### config.mk
export PLATFORM = sky130hd
export DESIGN_NAME = one_mismatch_pattern_matcher_flat
export DESIGN_NICKNAME = d
export VERILOG_FILES = /design/src/hw/rtl/ompm_pkg.sv /design/src/hw/rtl/ompm_if.sv /design/src/hw/rtl/ompm_cell.sv /design/src/hw/rtl/one_mismatch_pattern_matcher.sv /design/src/flat_wrapper.sv
export SDC_FILE = /design/constraint.sdc
export NUM_CORES = 2
export LEC_CHECK = 0
export BUFFER_PORTS_ARGS = -buffer_cell sky130_fd_sc_hd__buf_2
export CORE_MARGIN = 2
export CORE_UTILIZATION = 55
export DETAILED_ROUTE_END_ITERATION = 8
export PLACE_DENSITY = 0.69
export SETUP_SLACK_MARGIN = 0.02
export SLEW_MARGIN = 20
export SYNTH_ARGS = -nofsm -noshare
export SYNTH_HDL_FRONTEND = slang
export SYNTH_SLANG_ARGS = --single-unit
### constraint.sdc
create_clock -name clock -period 15.35 [get_ports clock]
set_input_delay 0 -clock clock [delete_from_list [all_inputs] [get_ports clock]]
set_output_delay 0 -clock clock [all_outputs]
set_load 0.03 [all_outputs]
### src/hw/rtl/ompm_pkg.sv
// ---------------------------------------------------------------------------
// ompm_pkg: shared definitions for the one-mismatch pattern matcher
// Sizes, item kind codes and the control word that drives the cell row.
// ---------------------------------------------------------------------------
package ompm_pkg;

   // Sizes
   localparam int PATTERN_MAX = 256;
   localparam int TEXT_MAX    = 1048576;
   localparam int LEN_W       = $clog2(PATTERN_MAX + 1);
   localparam int POS_W       = $clog2(TEXT_MAX);
   localparam int SYM_W       = 8;
   localparam int KIND_W      = 2;
   localparam int CNT_W       = 2;

   // Last text index that is still scanned plus one: the position stops here
   localparam logic [POS_W-1:0] POS_LAST = POS_W'(TEXT_MAX - 1);

   // Saturated window mismatch count
   localparam logic [CNT_W-1:0] CNT_SAT = CNT_W'(2);

   // Item kinds
   localparam logic [KIND_W-1:0] KIND_START   = KIND_W'(0);
   localparam logic [KIND_W-1:0] KIND_PATTERN = KIND_W'(1);
   localparam logic [KIND_W-1:0] KIND_TEXT    = KIND_W'(2);

   // Control word broadcast to every cell
   typedef struct packed {
      logic             shift;   // text beat processed: advance the counters
      logic [SYM_W-1:0] symbol;  // byte of the current beat
   } cell_ctrl_type;

endpackage

### src/hw/rtl/ompm_if.sv
// ---------------------------------------------------------------------------
// ompm_if: valid/ready channels of the one-mismatch pattern matcher
// Request channel carries job, pattern and text items; response channel
// carries match reports.
// ---------------------------------------------------------------------------
interface ompm_req_if;
   logic                        valid;
   logic                        ready;
   logic [ompm_pkg::KIND_W-1:0] kind;
   logic [ompm_pkg::SYM_W-1:0]  symbol;

   modport source (output valid, output kind, output symbol, input ready);
   modport sink   (input valid, input kind, input symbol, output ready);
endinterface

interface ompm_rsp_if;
   logic                       valid;
   logic                       ready;
   logic [ompm_pkg::POS_W-1:0] match_start;
   logic                       mismatch_count;

   modport source (output valid, output match_start, output mismatch_count, input ready);
   modport sink   (input valid, input match_start, input mismatch_count, output ready);
endinterface

### src/hw/rtl/ompm_cell.sv
// ---------------------------------------------------------------------------
// ompm_cell: one pattern position of the matcher row
// Holds one pattern byte and the mismatch count of the window whose latest
// compare fell on this position; hands the count to the next cell.
// ---------------------------------------------------------------------------
module ompm_cell (
   input  logic                           clock,
   input  ompm_pkg::cell_ctrl_type        ctrl,
   input  logic                           load,
   input  logic [ompm_pkg::CNT_W-1:0]     cnt_prev,
   output logic [ompm_pkg::CNT_W-1:0]     cnt_calc,
   output logic [ompm_pkg::CNT_W-1:0]     cnt_out
);

   logic [ompm_pkg::SYM_W-1:0] pat_ff;
   logic [ompm_pkg::SYM_W-1:0] pat_in;
   logic [ompm_pkg::CNT_W-1:0] cnt_ff;
   logic [ompm_pkg::CNT_W-1:0] cnt_in;
   logic [ompm_pkg::CNT_W:0]   sum;

   // Compare this beat's byte and add to the count from the left neighbor
   always_comb begin
      sum = {1'b0, cnt_prev} + {{ompm_pkg::CNT_W{1'b0}}, (pat_ff != ctrl.symbol)};
      if (sum >= {1'b0, ompm_pkg::CNT_SAT}) begin
         cnt_calc = ompm_pkg::CNT_SAT;
      end else begin
         cnt_calc = sum[ompm_pkg::CNT_W-1:0];
      end
   end

   // Hold the pattern byte until this position is written again
   assign pat_in = load ? ctrl.symbol : pat_ff;
   // Advance the count only on processed text beats
   assign cnt_in = ctrl.shift ? cnt_calc : cnt_ff;

   always_ff @(posedge clock) begin
      pat_ff <= pat_in;
      cnt_ff <= cnt_in;
   end

   assign cnt_out = cnt_ff;

endmodule

### src/hw/rtl/one_mismatch_pattern_matcher.sv
// ---------------------------------------------------------------------------
// one_mismatch_pattern_matcher: streaming Hamming-distance-one matcher
// Loads a pattern byte by byte, then reports every text window that differs
// from it in at most one byte.
// ---------------------------------------------------------------------------
// Takes one item per clock while ready. A row of PATTERN_MAX cells compares
// each text byte against every pattern byte at once; each cell hands its
// window's mismatch count to the next cell, so the window that ends on the
// current byte is read at the cell of the last pattern byte. A report goes
// into the response register and appears the cycle after its text beat; req
// ready falls only while that register holds a report not yet taken. A start
// beat clears the pattern and position; a pattern beat appends a byte (bytes
// beyond PATTERN_MAX are dropped) and restarts the text scan. The position
// stops at TEXT_MAX-1, after which text beats give no report.
// ---------------------------------------------------------------------------
module one_mismatch_pattern_matcher (
   input  logic        clock,
   input  logic        reset,
   ompm_req_if.sink    req_chan,
   ompm_rsp_if.source  rsp_chan
);

   localparam int NCELL = ompm_pkg::PATTERN_MAX;
   localparam int LEN_W = ompm_pkg::LEN_W;
   localparam int POS_W = ompm_pkg::POS_W;
   localparam int CNT_W = ompm_pkg::CNT_W;

   logic [LEN_W-1:0] len_ff, len_in;
   logic [POS_W-1:0] pos_ff, pos_in;
   logic             out_valid_ff, out_valid_in;
   logic [POS_W-1:0] out_start_ff, out_start_in;
   logic             out_mis_ff, out_mis_in;

   logic                    req_fire;
   logic                    is_start, is_pattern, is_text;
   logic                    text_live;
   logic                    emit;
   logic [POS_W-1:0]        last_off;
   logic [CNT_W-1:0]        hit_cnt;
   ompm_pkg::cell_ctrl_type ctrl;

   logic [NCELL-1:0]        load_vec;
   logic [NCELL-1:0]        last_vec;
   logic [CNT_W-1:0]        cnt_chain [NCELL+1];
   logic [CNT_W-1:0]        cnt_calc  [NCELL];

   // Decode the beat
   assign req_chan.ready = !out_valid_ff || rsp_chan.ready;
   assign req_fire   = req_chan.valid && req_chan.ready;
   assign is_start   = req_fire && (req_chan.kind == ompm_pkg::KIND_START);
   assign is_pattern = req_fire && (req_chan.kind == ompm_pkg::KIND_PATTERN);
   assign is_text    = req_fire && (req_chan.kind == ompm_pkg::KIND_TEXT);
   assign text_live  = is_text && (pos_ff != ompm_pkg::POS_LAST);

   assign ctrl.shift  = text_live;
   assign ctrl.symbol = req_chan.symbol;

   // Select the cell that writes the next pattern byte and the last cell
   always_comb begin
      for (int k = 0; k < NCELL; k++) begin
         load_vec[k] = is_pattern && (len_ff == LEN_W'(k));
         last_vec[k] = (len_ff == LEN_W'(k + 1));
      end
   end

   // Cell row; the first cell starts a fresh window
   assign cnt_chain[0] = '0;

   for (genvar k = 0; k < NCELL; k++) begin : g_cell
      ompm_cell u_cell (
         .clock    (clock),
         .ctrl     (ctrl),
         .load     (load_vec[k]),
         .cnt_prev (cnt_chain[k]),
         .cnt_calc (cnt_calc[k]),
         .cnt_out  (cnt_chain[k+1])
      );
   end

   // Pick the count of the window ending on this byte
   always_comb begin
      hit_cnt = '0;
      for (int k = 0; k < NCELL; k++) begin
         hit_cnt = hit_cnt | (cnt_calc[k] & {CNT_W{last_vec[k]}});
      end
   end

   // Report windows with at most one mismatch from the first full window on
   assign last_off = POS_W'(len_ff) - POS_W'(1);
   assign emit = text_live && (len_ff != '0) && (pos_ff >= last_off) &&
                 (hit_cnt < ompm_pkg::CNT_SAT);

   // Advance length and position
   always_comb begin
      len_in = len_ff;
      pos_in = pos_ff;
      if (is_start) begin
         len_in = '0;
         pos_in = '0;
      end else if (is_pattern) begin
         if (len_ff != LEN_W'(NCELL)) begin
            len_in = len_ff + LEN_W'(1);
         end
         pos_in = '0;
      end else if (text_live) begin
         pos_in = pos_ff + POS_W'(1);
      end
   end

   // Load or drain the response register
   always_comb begin
      out_valid_in = out_valid_ff;
      out_start_in = out_start_ff;
      out_mis_in   = out_mis_ff;
      if (req_fire) begin
         out_valid_in = emit;
      end else if (rsp_chan.ready) begin
         out_valid_in = 1'b0;
      end
      if (emit) begin
         out_start_in = pos_ff - last_off;
         out_mis_in   = hit_cnt[0];
      end
   end

   always_ff @(posedge clock) begin
      if (reset) begin
         len_ff       <= '0;
         pos_ff       <= '0;
         out_valid_ff <= 1'b0;
      end else begin
         len_ff       <= len_in;
         pos_ff       <= pos_in;
         out_valid_ff <= out_valid_in;
      end
      out_start_ff <= out_start_in;
      out_mis_ff   <= out_mis_in;
   end

   assign rsp_chan.valid          = out_valid_ff;
   assign rsp_chan.match_start    = out_start_ff;
   assign rsp_chan.mismatch_count = out_mis_ff;

endmodule
### src/flat_wrapper.sv
// flat-port wrapper written by rule: the top's interface ports become plain ports
module one_mismatch_pattern_matcher_flat 
  (clock, reset, req_chan_valid, req_chan_kind, req_chan_symbol, req_chan_ready, rsp_chan_valid, rsp_chan_match_start, rsp_chan_mismatch_count, rsp_chan_ready);
  ompm_req_if req_chan_i ();
  ompm_rsp_if rsp_chan_i ();
  input  logic clock;
  input  logic reset;
  input wire logic [$bits(req_chan_i.valid)-1:0] req_chan_valid;
  input wire logic [$bits(req_chan_i.kind)-1:0] req_chan_kind;
  input wire logic [$bits(req_chan_i.symbol)-1:0] req_chan_symbol;
  output wire logic [$bits(req_chan_i.ready)-1:0] req_chan_ready;
  output wire logic [$bits(rsp_chan_i.valid)-1:0] rsp_chan_valid;
  output wire logic [$bits(rsp_chan_i.match_start)-1:0] rsp_chan_match_start;
  output wire logic [$bits(rsp_chan_i.mismatch_count)-1:0] rsp_chan_mismatch_count;
  input wire logic [$bits(rsp_chan_i.ready)-1:0] rsp_chan_ready;
  assign req_chan_i.valid = req_chan_valid;
  assign req_chan_i.kind = req_chan_kind;
  assign req_chan_i.symbol = req_chan_symbol;
  assign req_chan_ready = req_chan_i.ready;
  assign rsp_chan_valid = rsp_chan_i.valid;
  assign rsp_chan_match_start = rsp_chan_i.match_start;
  assign rsp_chan_mismatch_count = rsp_chan_i.mismatch_count;
  assign rsp_chan_i.ready = rsp_chan_ready;
  one_mismatch_pattern_matcher u_core (.clock(clock), .reset(reset), .req_chan(req_chan_i), .rsp_chan(rsp_chan_i));
endmodule
==> impl_metrics.yaml <==
sta:
  final-hold-violation-count: 0
  skew_ns: 0.0563
  fin_crit_ns: 6.40
  fin_crit_sh_pct: 41.7
  rsz0062_at_grt: "false"
  clock.fmax_mhz: 156
  maxSlewHeadroom_pct: 22.2
  setup_violations: 0
  setup_tns_ns: 0
  slew_viol_final: 0
  tightest_slew_ns: 1.16
yosys:
  synthAdderAreaFrac_pct: 5.60
  synth-simple-area-share_pct: 9.00
  ys_seq_elements: 2608
  ys.flop_type: "edfxtp_1"
  synth-edff-count: 2578
  yosys_warnings: 0
  synth_top_family_by_area: "XOR/XNOR gates"
  synth-async-reset-ratio_pct: 0
  synthCells: 8543
  synth_mux_area_share_pct: 0
  synth_compound_area_share_pct: 2.11
  synth-xor-area-share_pct: 15.3
  synth_area_per_cell_um2: 14.1
  ys_types: 70
  syn_nets: 9094
  syn_area_um2: 120000
  yosysSeqAreaShare_pct: 65.0
power_and_ir_drop:
  irDropWorstVdd_v: 0.000118
  p_leak_nw: 47.6
  p_total_mw: 14.9
  p_per_area_nw_per_um2: 112
job:
  drv_cap: 0
layout:
  instances_no_fill: 11700
  layout_commonest_cell: "edfxtp_1"
  multi_input_area_um2: 38700
  ff_latch_area_um2: 78000
  drive_gt1_share_pct: 6.80
  nets: 9224
  final_cell_mix: "edfxtp_1 (2,578), xor2_1 (2,071), inv_1 (588)"
  fillers: 16200
  synthToLayoutAreaGrowth_pct: 10.7
cts:
  numCtsBuffers: 290
  cts.clk_slew.worst_paths_ns: 0.06
  cts_root_buf: "clkbuf_16"
  clk_path_buf_depth: 4
  clock_latency_ns: 0.94
  clock-sinks: 2608
  htreeDepth: 5
  cts_tree: "yes"
global_route:
  grt_pass1_wl_mm: 457
  antenna_found_initial: 17
  grt_max_degree: 160
  grt_pass1_vias: 66300
  gr-usage-all-layers_pct: 28.2
  grt-ovfl-total: 0
place:
  portBuffers: 36
  place.gp.congestion: 1.02
  place_hpwl_mm: 203
  dp_cells: 11200
critical_path:
  reg2reg_from: "u_core.len_ff[8]$_SDFFE_PP0P_"
  regToRegSetupSlack_ns: 9.70
  crit_type: "in -> reg"
  crit_fanout: 121
  cp-start-kind: "primary input"
  end_kind: "register"
  arrival_ns: 7.29
  reg2reg_depth: 11
  critPathRequiredTime_ns: 16.23
  reg2reg_to: "u_core.rsp_chan.valid$_SDFFE_PP0P_"
hold_path:
  hold_path_depth: 2
  min_path_type: "in -> reg"
  whs_endpoint: "u_core.g_cell[209].u_cell.pat_ff[7]$_DFFE_PP_"
  hp-start: "req_chan_symbol[7]"
drt:
  ant_nets: 0
  drc: 0
  first_iter_violations: 8396
  routed_wirelength_mm: 315
  first_pass_iters: 8
  viasPerCell: 5.82
  vias: 68200
  avgRoutedWirePerCell_um: 26.9
die:
  ioPinCount: 37
  core_region_area_um2: 217000
  die_area_um2: 222000
  chipWidth_um: 471
  start_util_pct: 55.3
  fp-row-count: 171
  die_y_um: 471
outcome:
  status: "finished clean"
power by group:
| group | switching, mW | internal (mW) |
|---|---|---|
| Combinational | 0.445 | 0.199 |
| Clock | 2.69 | 3.71 |
| Sequential | 0.00985 | 7.85 |
worst max-delay path, stage by stage:
cell,delay (ns)
dlygate4sd3_1,0.56
buf_8,0.34
buf_4,0.53
buf_12,0.52
buf_4,0.74
xor2_1,0.15
nor4_1,0.29
nand2_1,0.11
ha_1,0.22
inv_1,0.06
ha_1,0.22
nand2b_1,0.17
a22o_1,0.23
o31a_1,0.37
or3_1,0.42
nor4_1,0.65
nand4_1,0.26
o41ai_1,0.44
dlygate4sd3_1,0.62
layout make-up:
class / count / area share, %
Tap cell: 2854 / 2.69
Clock inverter: 114 / 0.597
Antenna cell: 3 / 0.00565
Inverter: 589 / 1.67
Multi-Input combinational cell: 4974 / 29.1
Timing Repair Buffer: 210 / 1.37
Clock buffer: 371 / 5.83
Sequential cell: 2608 / 58.7
sequential cells by signal, summed over array words and instances (netlist names):
register / flops
u_core.rsp_chan.match_start: 20
u_core.g_cell.u_cell.pat_ff: 2048
u_core.len_ff: 9
u_core.rsp_chan.valid: 1
u_core.pos_ff: 20
u_core.g_cell.u_cell.cnt_out: 509
u_core.rsp_chan.mismatch_count: 1
synth_stat cells, drive strengths merged, types with 67 or more instances:
cell	number	area, um^2
a22oi	91	683
and2	219	1370
buf	162	647
clkbuf	210	790
edfxtp	2578	77400
ha	536	6710
inv	589	2210
nand2	433	1630
nand2b	245	1530
nand3	67	335
nor2	315	1180
nor4	532	3330
xor2	2071	18100
per-layer routing:
layer	up-vias	routed length, um	GRT usage [%]
li1	30600	-	-
met5	-	43	0.0865
met3	666	26200	5.43
met1	34400	135000	40.6
met2	2643	140000	42.5
met4	6	13400	10.9
what timing repair did:
| action | CTS | global route |
|---|---|---|
| setup buffers | 0 | 0 |
| hold buffers | 16 | 0 |
| gates resized for setup | 0 | 0 |
| endpoints found under the hold margin | 776 | 0 |
stage by stage:
step	setup slack, ns	area (um^2)	util, %	hold WS [ns]
final	8.95	133000	61.3	0.0979
after global routing	8.69	133000	61.2	0.0938
after CTS	9.19	133000	61.2	0.0577
after detailed placement	8.83	124000	57.2	0.404
after global placement	8.93	124000	57.2	0.414
after floorplan	3.37	120000	-	0.0989
cell families (layout without fill, tap and decap cells):
kind of cell               count (synthesis)  count (layout)
AOI/OAI and AO/OA                        346             346
buffers and inverters                    961            1284
other                                      0               3
DFF                                     2608            2608
xor gates and xnor gates                2091            2091
adders and majority gates                537             537
and+or+nand+nor                         2000            2000
worst max-delay path by stage:
stage	start	end	slack (ns)	depth (start not counted)
floorplan	u_core.rsp_chan.valid$_SDFFE_PP0P_	u_core.pos_ff[2]$_SDFFE_PP0P_	3.37	7
global placement	req_chan_symbol[7]	u_core.rsp_chan.match_start[1]$_DFFE_PP_	8.93	18
detailed placement	req_chan_symbol[7]	u_core.rsp_chan.match_start[3]$_DFFE_PP_	8.83	18
CTS	req_chan_symbol[7]	u_core.rsp_chan.valid$_SDFFE_PP0P_	9.19	19
global route	req_chan_symbol[7]	u_core.rsp_chan.valid$_SDFFE_PP0P_	8.69	19
finish	req_chan_symbol[7]	u_core.rsp_chan.valid$_SDFFE_PP0P_	8.95	19
No activity file was read; power rests on OpenSTA's default activity.
